===== src/design/adxfd_pkg.sv =====
// Package for the ADX ADPCM frame decoder: shared types, register codes and
// frame layout constants. No dependencies.
package adxfd_pkg;

    typedef logic signed [15:0] sample_t;
    typedef logic signed [3:0]  code_t;
    typedef logic [15:0]        scale_t;

    // Configuration port
    localparam int CFG_INDEX_W = 2;
    localparam int CFG_DATA_W  = 8;
    localparam logic [CFG_INDEX_W-1:0] CFG_FRAME_BYTES   = 2'd0;
    localparam logic [CFG_INDEX_W-1:0] CFG_CHANNEL_COUNT = 2'd1;

    // Frame layout: two scale bytes, then sixteen coded bytes
    localparam logic [7:0] HEAD_BYTES = 8'd2;
    localparam logic [7:0] CODED_END  = 8'd18;

    // Operands of one prediction step
    typedef struct packed {
        code_t   code;
        scale_t  scale;
        sample_t h1;
        sample_t h2;
    } pred_in_t;

endpackage


===== src/design/adxfd_if.sv =====
// Channel interfaces of the ADX frame decoder: byte stream in, samples out.
// Depends on adxfd_pkg.
interface adxfd_byte_if;
    logic       valid;
    logic       ready;
    logic [7:0] data_byte;
    logic       restart;

    modport source (output valid, output data_byte, output restart, input ready);
    modport sink   (input valid, input data_byte, input restart, output ready);
endinterface

interface adxfd_sample_if;
    logic               valid;
    logic               ready;
    adxfd_pkg::sample_t sample;
    logic               channel;
    logic [4:0]         sample_index;
    logic               last;

    modport source (output valid, output sample, output channel, output sample_index,
                    output last, input ready);
    modport sink   (input valid, input sample, input channel, input sample_index,
                    input last, output ready);
endinterface


===== src/design/adxfd_predictor.sv =====
// One ADPCM prediction step: scaled code plus weighted history, floored and
// saturated to 16 bits. Depends on adxfd_pkg.
module adxfd_predictor
(
    input  adxfd_pkg::pred_in_t operands,
    output adxfd_pkg::sample_t  sample
);

    localparam logic signed [33:0] H1_GAIN = 34'sh7298;
    localparam logic signed [33:0] H2_GAIN = 34'sh3350;
    localparam logic signed [21:0] SAT_MAX = 22'sd32767;
    localparam logic signed [21:0] SAT_MIN = -22'sd32768;

    logic signed [20:0] code_term;
    logic signed [33:0] hist_term;
    logic signed [19:0] hist_q;
    logic signed [21:0] total;

    // floor((code*scale*2^14 + hist) / 2^14) == code*scale + floor(hist / 2^14)
    always_comb
    begin
        code_term = 21'(operands.code) * 21'($signed({1'b0, operands.scale}));
        hist_term = H1_GAIN * 34'(operands.h1) - H2_GAIN * 34'(operands.h2);
        hist_q    = $signed(hist_term[33:14]);
        total     = 22'(code_term) + 22'(hist_q);
        if (total > SAT_MAX)
        begin
            sample = 16'sh7fff;
        end
        else if (total < SAT_MIN)
        begin
            sample = 16'sh8000;
        end
        else
        begin
            sample = total[15:0];
        end
    end

endmodule


===== src/design/adx_adpcm_frame_decoder.sv =====
// Top level of the ADX ADPCM frame decoder: frame tracking, per-channel
// history and output register. Depends on adxfd_pkg, adxfd_if, adxfd_predictor.
//
// Usage notes
// - byte_stream: one ADX stream byte per transaction, with restart to clear
//   histories, frame position and channel before that byte is handled.
// - sample_stream: one decoded sample per transaction, tagged with channel,
//   index within the frame and last (low-nibble sample of the byte).
// - cfg_write/cfg_index/cfg_data: frame_bytes (index 0) and channel_count
//   (index 1); write only while idle. Other indexes are ignored.
// - Order: the high-nibble sample of a coded byte is presented before the
//   low-nibble sample; each passes from the work slot to the output register.
// - Throughput: the single shared predictor makes one sample a cycle while
//   the receiver takes them, and chains the second sample of a coded byte on
//   the history left by the first. Scale and skipped bytes bypass the predictor.
// - A held output register parts the two sides: the next byte is taken while
//   the low-nibble sample of the previous one still waits.
// - Receiver stall: the output register holds, the predictor stops, and
//   byte_stream.ready drops once the work slot cannot drain.
// - Reset: frame_bytes 18, channel_count 1, histories zero, frame position 0,
//   channel 0. No clearing pass.
module adx_adpcm_frame_decoder
#(
    parameter int MAX_CHANNELS = 2
)
(
    input  logic                                clk,
    input  logic                                rst_n,
    adxfd_byte_if.sink                          byte_stream,
    adxfd_sample_if.source                      sample_stream,
    input  logic                                cfg_write,
    input  logic [adxfd_pkg::CFG_INDEX_W-1:0]   cfg_index,
    input  logic [adxfd_pkg::CFG_DATA_W-1:0]    cfg_data
);

    localparam int CH_W  = (MAX_CHANNELS > 1) ? $clog2(MAX_CHANNELS) : 1;
    localparam int CNT_W = (CH_W + 1 > 2) ? CH_W + 1 : 2;

    // Configuration
    logic [7:0] frame_bytes_reg;
    logic [1:0] channel_count_reg;

    // Frame tracking
    logic [7:0]            pos_reg;
    logic [CH_W-1:0]       chan_reg;
    adxfd_pkg::scale_t     scale_reg;

    // Per-channel history
    adxfd_pkg::sample_t    h1_reg [MAX_CHANNELS];
    adxfd_pkg::sample_t    h2_reg [MAX_CHANNELS];

    // Work slot: one coded byte awaiting its two samples
    logic                  w_valid_reg;
    logic                  w_phase_reg;
    logic [7:0]            w_byte_reg;
    logic [CH_W-1:0]       w_chan_reg;
    logic [3:0]            w_base_reg;
    adxfd_pkg::scale_t     w_scale_reg;

    // Output register
    logic                  o_valid_reg;
    adxfd_pkg::sample_t    o_sample_reg;
    logic                  o_channel_reg;
    logic [4:0]            o_index_reg;
    logic                  o_last_reg;

    logic                  accept;
    logic                  step;
    logic                  w_done;
    logic                  load;
    logic [7:0]            pos_eff;
    logic [CH_W-1:0]       chan_eff;
    logic [7:0]            pos_m2;
    logic [7:0]            flen;
    logic [CNT_W-1:0]      nch;
    logic                  coded;
    logic                  frame_end;
    logic                  chan_wrap;
    logic [7:0]            pos_next;
    logic [CH_W-1:0]       chan_next;
    adxfd_pkg::pred_in_t   operands;
    adxfd_pkg::sample_t    pred_sample;

    // Handshake and slot control
    assign step   = w_valid_reg && (!o_valid_reg || sample_stream.ready);
    assign w_done = step && w_phase_reg;
    assign byte_stream.ready = !w_valid_reg || w_done;
    assign accept = byte_stream.valid && byte_stream.ready;

    // Frame position and channel as seen by the incoming byte
    always_comb
    begin
        pos_eff  = byte_stream.restart ? 8'd0 : pos_reg;
        chan_eff = byte_stream.restart ? '0 : chan_reg;
        pos_m2   = pos_eff - adxfd_pkg::HEAD_BYTES;
        flen     = (frame_bytes_reg < adxfd_pkg::CODED_END) ? adxfd_pkg::CODED_END
                                                             : frame_bytes_reg;
        // channel count 0 acts as 1, above the maximum acts as the maximum
        if (channel_count_reg == 2'd0)
        begin
            nch = CNT_W'(1);
        end
        else if (CNT_W'(channel_count_reg) > CNT_W'(MAX_CHANNELS))
        begin
            nch = CNT_W'(MAX_CHANNELS);
        end
        else
        begin
            nch = CNT_W'(channel_count_reg);
        end
        coded     = (pos_eff >= adxfd_pkg::HEAD_BYTES) && (pos_eff < adxfd_pkg::CODED_END);
        frame_end = ({1'b0, pos_eff} + 9'd1) >= {1'b0, flen};
        chan_wrap = (CNT_W'(chan_eff) + CNT_W'(1)) >= nch;
        if (frame_end)
        begin
            pos_next  = 8'd0;
            chan_next = chan_wrap ? '0 : chan_eff + CH_W'(1);
        end
        else
        begin
            pos_next  = pos_eff + 8'd1;
            chan_next = chan_eff;
        end
    end

    assign load = accept && coded;

    // Configuration registers
    always_ff @(posedge clk or negedge rst_n)
    begin
        if (!rst_n)
        begin
            frame_bytes_reg   <= 8'd18;
            channel_count_reg <= 2'd1;
        end
        else if (cfg_write)
        begin
            case (cfg_index)
                adxfd_pkg::CFG_FRAME_BYTES:   frame_bytes_reg   <= cfg_data;
                adxfd_pkg::CFG_CHANNEL_COUNT: channel_count_reg <= cfg_data[1:0];
                default:                      ;
            endcase
        end
    end

    // Frame tracking and scale capture
    always_ff @(posedge clk or negedge rst_n)
    begin
        if (!rst_n)
        begin
            pos_reg   <= 8'd0;
            chan_reg  <= '0;
            scale_reg <= '0;
        end
        else if (accept)
        begin
            pos_reg  <= pos_next;
            chan_reg <= chan_next;
            if (pos_eff == 8'd0)
            begin
                scale_reg <= {byte_stream.data_byte, 8'h00};
            end
            else if (pos_eff == 8'd1)
            begin
                scale_reg[7:0] <= byte_stream.data_byte;
            end
        end
    end

    // Work slot
    always_ff @(posedge clk or negedge rst_n)
    begin
        if (!rst_n)
        begin
            w_valid_reg <= 1'b0;
            w_phase_reg <= 1'b0;
        end
        else if (load)
        begin
            w_valid_reg <= 1'b1;
            w_phase_reg <= 1'b0;
        end
        else if (step)
        begin
            w_valid_reg <= !w_phase_reg;
            w_phase_reg <= !w_phase_reg;
        end
    end

    always_ff @(posedge clk)
    begin
        if (load)
        begin
            w_byte_reg  <= byte_stream.data_byte;
            w_chan_reg  <= chan_eff;
            w_base_reg  <= pos_m2[3:0];
            w_scale_reg <= scale_reg;
        end
    end

    // Predictor: high nibble first, then low nibble
    always_comb
    begin
        operands.code  = w_phase_reg ? $signed(w_byte_reg[3:0]) : $signed(w_byte_reg[7:4]);
        operands.scale = w_scale_reg;
        operands.h1    = h1_reg[w_chan_reg];
        operands.h2    = h2_reg[w_chan_reg];
    end

    adxfd_predictor u_predictor
    (
        .operands (operands),
        .sample   (pred_sample)
    );

    // History: restart clears every channel and wins over the last write
    // of the byte before it
    always_ff @(posedge clk or negedge rst_n)
    begin
        if (!rst_n)
        begin
            for (int i = 0; i < MAX_CHANNELS; i++)
            begin
                h1_reg[i] <= '0;
                h2_reg[i] <= '0;
            end
        end
        else if (accept && byte_stream.restart)
        begin
            for (int i = 0; i < MAX_CHANNELS; i++)
            begin
                h1_reg[i] <= '0;
                h2_reg[i] <= '0;
            end
        end
        else if (step)
        begin
            h1_reg[w_chan_reg] <= pred_sample;
            h2_reg[w_chan_reg] <= h1_reg[w_chan_reg];
        end
    end

    // Output register
    always_ff @(posedge clk or negedge rst_n)
    begin
        if (!rst_n)
        begin
            o_valid_reg <= 1'b0;
        end
        else if (step)
        begin
            o_valid_reg <= 1'b1;
        end
        else if (sample_stream.ready)
        begin
            o_valid_reg <= 1'b0;
        end
    end

    always_ff @(posedge clk)
    begin
        if (step)
        begin
            o_sample_reg  <= pred_sample;
            o_channel_reg <= w_chan_reg[0];
            o_index_reg   <= {w_base_reg, w_phase_reg};
            o_last_reg    <= w_phase_reg;
        end
    end

    assign sample_stream.valid        = o_valid_reg;
    assign sample_stream.sample       = o_sample_reg;
    assign sample_stream.channel      = o_channel_reg;
    assign sample_stream.sample_index = o_index_reg;
    assign sample_stream.last         = o_last_reg;

`ifndef SYNTHESIS
    // A waiting high-nibble sample always has its low-nibble partner in the slot
    a_low_pending: assert property (@(posedge clk) disable iff (!rst_n)
        o_valid_reg && !o_last_reg |-> w_valid_reg && w_phase_reg)
        else $error("high-nibble sample waiting without its partner in the slot");

    // A fresh byte in the slot never sits behind an unfinished pair
    a_fresh_slot: assert property (@(posedge clk) disable iff (!rst_n)
        w_valid_reg && !w_phase_reg |-> !o_valid_reg || o_last_reg)
        else $error("new byte started while a pair was still incomplete");

    // Restart leaves channel 0 history clear
    a_restart_clear: assert property (@(posedge clk) disable iff (!rst_n)
        accept && byte_stream.restart |=> h1_reg[0] == '0 && h2_reg[0] == '0)
        else $error("history not cleared by restart");

    // Restart byte is a scale byte and never loads the slot
    a_restart_no_load: assert property (@(posedge clk) disable iff (!rst_n)
        accept && byte_stream.restart |-> !load)
        else $error("restart byte loaded the work slot");
`endif

endmodule

===== src/flat_wrapper.sv =====
// flat-port wrapper written by rule: the top's interface ports become plain ports
module adx_adpcm_frame_decoder_flat 
#(
    parameter int MAX_CHANNELS = 2
)
  (clk, rst_n, cfg_write, cfg_index, cfg_data, byte_stream_valid, byte_stream_data_byte, byte_stream_restart, byte_stream_ready, sample_stream_valid, sample_stream_sample, sample_stream_channel, sample_stream_sample_index, sample_stream_last, sample_stream_ready);
  adxfd_byte_if byte_stream_i ();
  adxfd_sample_if sample_stream_i ();
  input  logic clk;
  input  logic rst_n;
  input  logic cfg_write;
  input  logic [adxfd_pkg::CFG_INDEX_W-1:0] cfg_index;
  input  logic [adxfd_pkg::CFG_DATA_W-1:0] cfg_data;
  input wire logic [$bits(byte_stream_i.valid)-1:0] byte_stream_valid;
  input wire logic [$bits(byte_stream_i.data_byte)-1:0] byte_stream_data_byte;
  input wire logic [$bits(byte_stream_i.restart)-1:0] byte_stream_restart;
  output wire logic [$bits(byte_stream_i.ready)-1:0] byte_stream_ready;
  output wire logic [$bits(sample_stream_i.valid)-1:0] sample_stream_valid;
  output wire logic [$bits(sample_stream_i.sample)-1:0] sample_stream_sample;
  output wire logic [$bits(sample_stream_i.channel)-1:0] sample_stream_channel;
  output wire logic [$bits(sample_stream_i.sample_index)-1:0] sample_stream_sample_index;
  output wire logic [$bits(sample_stream_i.last)-1:0] sample_stream_last;
  input wire logic [$bits(sample_stream_i.ready)-1:0] sample_stream_ready;
  assign byte_stream_i.valid = byte_stream_valid;
  assign byte_stream_i.data_byte = byte_stream_data_byte;
  assign byte_stream_i.restart = byte_stream_restart;
  assign byte_stream_ready = byte_stream_i.ready;
  assign sample_stream_valid = sample_stream_i.valid;
  assign sample_stream_sample = sample_stream_i.sample;
  assign sample_stream_channel = sample_stream_i.channel;
  assign sample_stream_sample_index = sample_stream_i.sample_index;
  assign sample_stream_last = sample_stream_i.last;
  assign sample_stream_i.ready = sample_stream_ready;
  adx_adpcm_frame_decoder #(.MAX_CHANNELS(MAX_CHANNELS)) u_core (.clk(clk), .rst_n(rst_n), .byte_stream(byte_stream_i), .sample_stream(sample_stream_i), .cfg_write(cfg_write), .cfg_index(cfg_index), .cfg_data(cfg_data));
endmodule

===== config.mk =====
export PLATFORM = sky130hd
export DESIGN_NAME = adx_adpcm_frame_decoder_flat
export DESIGN_NICKNAME = d
export VERILOG_FILES = /design/src/design/adxfd_pkg.sv /design/src/design/adxfd_if.sv /design/src/design/adxfd_predictor.sv /design/src/design/adx_adpcm_frame_decoder.sv /design/src/flat_wrapper.sv
export SDC_FILE = /design/constraint.sdc
export NUM_CORES = 1
export LEC_CHECK = 0
export BUFFER_PORTS_ARGS = -buffer_cell sky130_fd_sc_hd__buf_2
export CAP_MARGIN = 20
export CORE_MARGIN = 2
export CORE_UTILIZATION = 65
export CTS_CLUSTER_DIAMETER = 80
export DETAILED_ROUTE_END_ITERATION = 6
export PLACE_DENSITY = 0.9
export SYNTH_ARGS = -nofsm -noshare
export SYNTH_HDL_FRONTEND = slang
export SYNTH_SLANG_ARGS = --single-unit

===== constraint.sdc =====
create_clock -name clk -period 26.1 [get_ports clk]
set_input_delay 0 -clock clk [delete_from_list [all_inputs] [get_ports clk]]
set_output_delay 0 -clock clk [all_outputs]
set_load 0.005 [all_outputs]

==> reports/metrics.yaml, run 1 <==
clock_tree:
  clkSinkCount: 152
  cts_buffers: 17
  h-tree-depth: 4
  cts_root_buf: "clkbuf_16"
  clk_pin_slew_ns: 0.08
  clock_path_buffers: 2
  insertion_delay_ns: 0.44
  cts_resized: 0
  cts_tree: "built"
yosys:
  synth_most_common_cell: "inv_1"
  yosysWarnings: 0
  syn_avg_cell_area_sq_um: 9.62
  synth_ff_type: "dfrtp_1"
  netlist.area_leader.share_pct: 19.2
  yosys.area.top_type: "ha_1"
  synthTopCellsByCount: "inv_1 (335), ha_1 (278), fa_1 (164)"
  ys_seq_area_share_pct: 22.4
  synth.distinct_cells: 75
  ys_ff_latch: 152
  syn_inst: 1883
  syn_nets: 2349
  syn_area_sq_um: 18100
  ys_top_cells_by_area: "ha_1 (19%), fa_1 (18%), dfrtp_1 (14%), edfxtp_1 (8.5%), inv_1 (6.9%)"
  synth_edf_count: 51
  async_flop_share_pct: 66.4
critical_path:
  end_kind: "flop"
  r2r-start: "u_core.w_chan_reg"
  r2r_slack_ns: 13.85
  path_common_cell: "inv_1"
  crit_path_max_fanout: 35
  path_delay_family: "adder cells"
  reg2reg_to: "u_core.h1_reg[16]"
  path_class: "reg2reg"
  critPathSlowestCell: "a32oi_2"
  cp.arrival_ns: 12.54
  cp.required_ns: 26.39
  reg2reg_depth: 46
  max_stage_delay_ns: 0.64
  startpoint_type: "flop"
  cp.buffers_inverters: 8
job:
  drv_cap: 0
floorplan:
  rows: 61
  die_y_um: 171
  die_w_um: 171
  core_sq_um: 27600
  die_area_sq_um: 29200
  initial_core_util_pct: 65.6
  io_pins: 49
sta:
  fin_worst_skew_ns: 0.0218
  slew_headroom_pct: 28.3
  rsz0062_at_grt: "no"
  period_needed_ns: 12.25
  setup_viol: 0
  tns_ns: 0
  max_freq_ghz: 0.0816
  worst_slew_pin_slew_ns: 1.05
  fin_crit_sh_pct: 46.9
  hold_viol: 0
  slew_viol_final: 0
route:
  first_iter_violations: 1086
  drc: 2
  drtAntennaViolNets: 0
  post_drt_wl_per_cell_um: 19.7
  routed_wl_mm: 45.8
  vias: 14211
  dr.pass1.iters: 7
  viasPerCell: 6.11
final_layout:
  diodes: 0
  drive_above_1_share_pct: 9.34
  area_delta_synth_final_pct: 7.86
  num-fill-cells: 1935
  nets: 2402
worst_hold_path:
  hold_path_end: "u_core.frame_bytes_reg[1]"
  hold_path_class: "in2reg"
  hold_depth: 3
  min_from: "cfg_index[1]"
placed_design:
  hpwl_mm: 34.9
  gp_congestion: 0.984
  port_buffers: 48
grt:
  grt_pass1_vias: 14985
  grt_max_degree: 76
  grt_pass1_wl_mm: 74.7
  antenna_found_initial: 0
  gr-usage-all-layers_pct: 32.7
  grt_remaining_overflow: 0
outcome:
  violations: "design-rule violations"
  run_status: "finished, violations left"
-- cells by family (layout without fill, tap and decap cells) --
| family | count (synthesis) | in the layout | synth area share, % |
|---|---|---|---|
| buffers and inverters | 380 | 446 | 8.12 |
| AO/OA/AOI/OAI | 355 | 355 | 13.2 |
| AND/OR/NAND/NOR | 402 | 402 | 11.0 |
| multiplexers | 57 | 57 | 3.39 |
| adder cells (fa/ha/maj) | 442 | 442 | 37.3 |
| XOR/XNOR | 95 | 95 | 4.59 |
| flip-flops | 152 | 152 | 22.4 |
-- per-layer routing --
metal  part of all wire (%)  vias to the layer above  global-route usage (%)
li1                       -                     6422                       -
met5                      0                        -                       0
met4                    3.7                        0                    12.4
met3                    7.3                      149                    4.35
met2                     51                      669                    58.7
met1                     38                     6971                    40.0
-- cell usage in the layout (no fill, tap or decap), types with 18 or more instances in the layout --
cell type and count:
dfrtp_1 99, dlygate4sd3_1 19, nand2b_1 23, edfxtp_1 51, clkbuf_16 18, nand3_1 21, mux2i_1 21, mux2_2 35
xnor2_1 51, a21o_1 31, fa_1 164, nand2_1 141, o21ai_0 88, ha_1 278, nor2_1 68, xor2_1 44
buf_2 47, a21oi_1 66, o21ai_1 19, a22o_1 34, nor2b_1 33, and2_1 31, inv_1 335
-- worst reg2reg max path, delay by kind of cell, from the launching register on --
family,cells,cell delay [ns]
compound gates,16,3.83
xor+xnor,2,0.41
fa+ha+maj,11,4.57
buf+inv,8,0.91
flops,1,0.37
mux,1,0.43
simple gates,8,1.58
-- final cells by class --
cell class	instances	area (sq um)	share of cell area, %
Clock inverter	14	173	0.883
Timing Repair Buffer	78	515	2.64
Clock buffer	18	450	2.30
Sequential cell	152	4060	20.8
Multi-Input combinational cell	1351	12600	64.5
Inverter	336	1260	6.45
Tap cell	378	473	2.42
-- worst max path at each step --
stage | endpoint | startpoint | slack (ns) | cells past startpoint
after detailed placement | u_core.h1_reg[16] | u_core.w_chan_reg | 13.99 | 46
after global routing | u_core.h1_reg[16] | u_core.w_chan_reg | 13.22 | 46
after floorplan | u_core.sample_stream.sample[5] | u_core.w_chan_reg | 14.98 | 49
after global placement | u_core.h1_reg[16] | u_core.w_chan_reg | 14.41 | 46
after CTS | u_core.h1_reg[16] | u_core.w_chan_reg | 13.95 | 46
final | u_core.h1_reg[16] | u_core.w_chan_reg | 13.85 | 46
-- through the flow --
stage	setup WS, ns	instances	instance area [sq um]	hold slack, ns	util, %
global route	13.22	2327	19500	0.00949	70.7
global placement	14.41	2275	18700	-0.0774	67.8
finish	13.85	2327	19500	0.00586	70.7
floorplan	14.98	1883	18100	-0.296	-
detailed placement	13.99	2275	18700	-0.0713	67.8
CTS	13.95	2326	19500	0.00836	70.7
-- repair_timing --
item                      4_1_cts  5_1_grt
buffers inserted                0        0
hold endpoints to repair       60        0
hold buffers                   19        0
Power of run 1 is not shown: default switching activity piles up to over one toggle a cycle in this logic, so the estimate is an artifact.
==> inputs of run 2 (changes only) <==
--- a/config.mk
+++ b/config.mk
@@ -5,13 +5,14 @@
 export SDC_FILE = /design/constraint.sdc
 export NUM_CORES = 1
 export LEC_CHECK = 0
+export ABC_AREA = 1
 export BUFFER_PORTS_ARGS = -buffer_cell sky130_fd_sc_hd__buf_2
 export CAP_MARGIN = 20
 export CORE_MARGIN = 2
 export CORE_UTILIZATION = 65
 export CTS_CLUSTER_DIAMETER = 80
 export DETAILED_ROUTE_END_ITERATION = 6
-export PLACE_DENSITY = 0.9
+export PLACE_DENSITY = 0.89
 export SYNTH_ARGS = -nofsm -noshare
 export SYNTH_HDL_FRONTEND = slang
 export SYNTH_SLANG_ARGS = --single-unit
==> constraint.sdc (replaced) <==
create_clock -name clk -period 12.6 [get_ports clk]
set_input_delay 0 -clock clk [delete_from_list [all_inputs] [get_ports clk]]
set_output_delay 0 -clock clk [all_outputs]
set_load 0.005 [all_outputs]
==> run 2 against run 1 <==
  * The flow now finishes without violations
  * Design area is 4.4% higher
  * Core utilization increased by 0.38 points
  * Global-route usage rose by 1.7 points
  * Critical endpoint is now u_core.h1_reg[23]
==> reports/metrics.yaml, run 2 <==
outcome:
  run_status: "finished, final reports clean"
clock_tree:
  cts_root_buf: "clkbuf_16"
  h-tree-depth: 4
  insertion_delay_ns: 0.43
  cts_resized: 0
  cts_buffers: 17
  cts_tree: "built"
  clock_path_buffers: 2
  clk_pin_slew_ns: 0.07
  clkSinkCount: 152
critical_path:
  critPathSlowestCell: "edfxtp_1"
  startpoint_type: "flop"
  path_common_cell: "nand2_1"
  end_kind: "flop"
  path_class: "reg2reg"
  crit_start: "u_core.w_chan_reg"
  max_stage_delay_ns: 0.90
  r2r-start: "u_core.w_chan_reg"
  cp.required_ns: 12.90
  cp.arrival_ns: 11.36
  crit_path_max_fanout: 32
route:
  dr.pass1.iters: 6
  viasPerCell: 5.77
  post_drt_wl_per_cell_um: 18.6
  vias: 15913
  drtAntennaViolNets: 0
  first_iter_violations: 1611
  routed_wl_mm: 51.4
  drc: 0
yosys:
  synth-compound-area-share_pct: 9.12
  netlist.area_leader.share_pct: 18.4
  syn_avg_cell_area_sq_um: 8.27
  yosysWarnings: 0
  synth_most_common_cell: "inv_1"
  synthAdderAreaFrac_pct: 35.7
  syn_inst: 2290
  synth-simple-area-share_pct: 17.2
  synthMuxAreaShare_pct: 0.707
  synth_top_family_by_area: "adder cells"
  synthTopCellsByCount: "inv_1 (507), nand2_1 (445), ha_1 (278)"
  syn_area_sq_um: 18900
  syn_nets: 2756
  ys_ff_latch: 152
  yosys.area.top_type: "ha_1"
  synth.distinct_cells: 55
  ys_top_cells_by_area: "ha_1 (18%), fa_1 (17%), dfrtp_1 (13%), inv_1 (10%), nand2_1 (8.8%)"
  synth_ff_type: "dfrtp_1"
  synth_edf_count: 51
  async_flop_share_pct: 66.4
  ys_seq_area_share_pct: 21.5
  synth-xor-area-share_pct: 4.58
grt:
  grt_pass1_vias: 16456
  antenna_found_initial: 0
  grtUsageMet1_pct: 42.8
  gr-usage-all-layers_pct: 34.4
  grt_pass1_wl_mm: 82.6
  grt_remaining_overflow: 0
  grt_max_degree: 67
  use_met2_pct: 59.9
  busiest_layer: "met2"
  met3_usage_pct: 5.11
sta:
  slew_viol_final: 0
  worst_slack_ns: 1.55
  period_needed_ns: 11.05
  worst_slew_pin_slew_ns: 1.15
  max_freq_ghz: 0.0905
  fin_crit_sh_pct: 87.7
  fin_worst_skew_ns: 0.0167
  rsz0062_at_grt: "no"
  hold_ws_ns: 0.0421
  setup_viol: 0
  slew_headroom_pct: 22.2
  hold_viol: 0
  tns_ns: 0
final_layout:
  multi_input_area_sq_um: 12700
  seqCellArea_sq_um: 4060
  drive_above_1_share_pct: 8.18
  nets: 2826
  layout_common_cells: "inv_1 (507), nand2_1 (445), ha_1 (278)"
  area_delta_synth_final_pct: 7.85
  final_common_cell: "inv_1"
  num-fill-cells: 2135
worst_hold_path:
  hold_path_class: "in2reg"
  min_from: "byte_stream_restart"
placed_design:
  gp_congestion: 0.962
  hpwl_mm: 40.3
  port_buffers: 48
  post-place-ws_ns: 1.67
floorplan:
  rows: 62
  die_w_um: 175
  initial_core_util_pct: 66.0
  die_y_um: 175
  io_pins: 49
  core_sq_um: 28700
  die_area_sq_um: 30500
job:
  drv_cap: 0
run 2: cell count changes after synthesis, moves of 23 or more:
cell      before  now
inv_1        335  507
nor2b_1       33    0
mux2_2        35   11
nor2_1        68  120
nand2_4        0   23
and2_1        31    1
a21oi_1       68  108
nand2b_1      23    0
nand3_1       21   61
nand2_1      141  445
run 2: timing repair:
action / 4_1_cts / 5_1_grt
hold buffers: 20 / 0
setup buffers: 0 / 0
endpoints found under the hold margin: 69 / 0
run 2: final cells by class:
type / instances / area share [%]
antenna: 1 / 0.0123
timing repair buffer: 83 / 2.82
clock inverter: 12 / 0.772
tap: 384 / 2.35
multi-input combinational: 1589 / 62.4
inverter: 517 / 9.51
clock buffer: 20 / 2.24
sequential: 152 / 19.9
run 2: worst max-delay path: cells and delay by family (launching register included):
| kind | cells | cell delay [ns] |
|---|---|---|
| AOI/OAI and AO/OA | 11 | 2.25 |
| xor gates and xnor gates | 2 | 0.40 |
| adders and majority gates | 11 | 4.88 |
| buffers and inverters | 7 | 0.37 |
| DFF | 1 | 0.90 |
| and+or+nand+nor | 16 | 2.10 |
run 2: layer usage:
layer | part of all wire [%] | vias up
met5 | 0 | -
met4 | 4.8 | 0
met3 | 7.3 | 172
met2 | 49 | 732
met1 | 39 | 7660
li1 | - | 7349
run 2: path summary, 6_finish.rpt:
| kind | endpoint | slack, ns | depth (start not counted) |
|---|---|---|---|
| worst max register to register | u_core.h1_reg[23] | 1.55 | 47 |
| worst min register to register | u_core.sample_stream.sample_index[4] | 0.42 | 0 |
| worst max-delay path | u_core.h1_reg[23] | 1.55 | 47 |
| worst min-delay path | u_core.w_chan_reg | 0.04 | 2 |
| max in group asynchronous | u_core.h1_reg[15] | 11.30 | 3 |
| min in group asynchronous | u_core.frame_bytes_reg[7] | 0.06 | 2 |
run 2: kinds of logic after synthesis:
logic type,after synthesis
DFF,152
AOI/OAI and AO/OA,303
and+or+nand+nor,733
buffers and inverters,549
adders and majority gates,442
muxes,12
xor gates and xnor gates,99
run 2: stage by stage:
step	instance area [sq um]	utilization [%]	std cells
after global routing	20400	71.1	2757
after CTS	20400	71.0	2754
after global placement	19500	68.1	2701
after floorplan	18900	-	2290
after detailed placement	19600	68.2	2702
final	20400	71.1	2758
Power of run 2 is left out for the same reason.
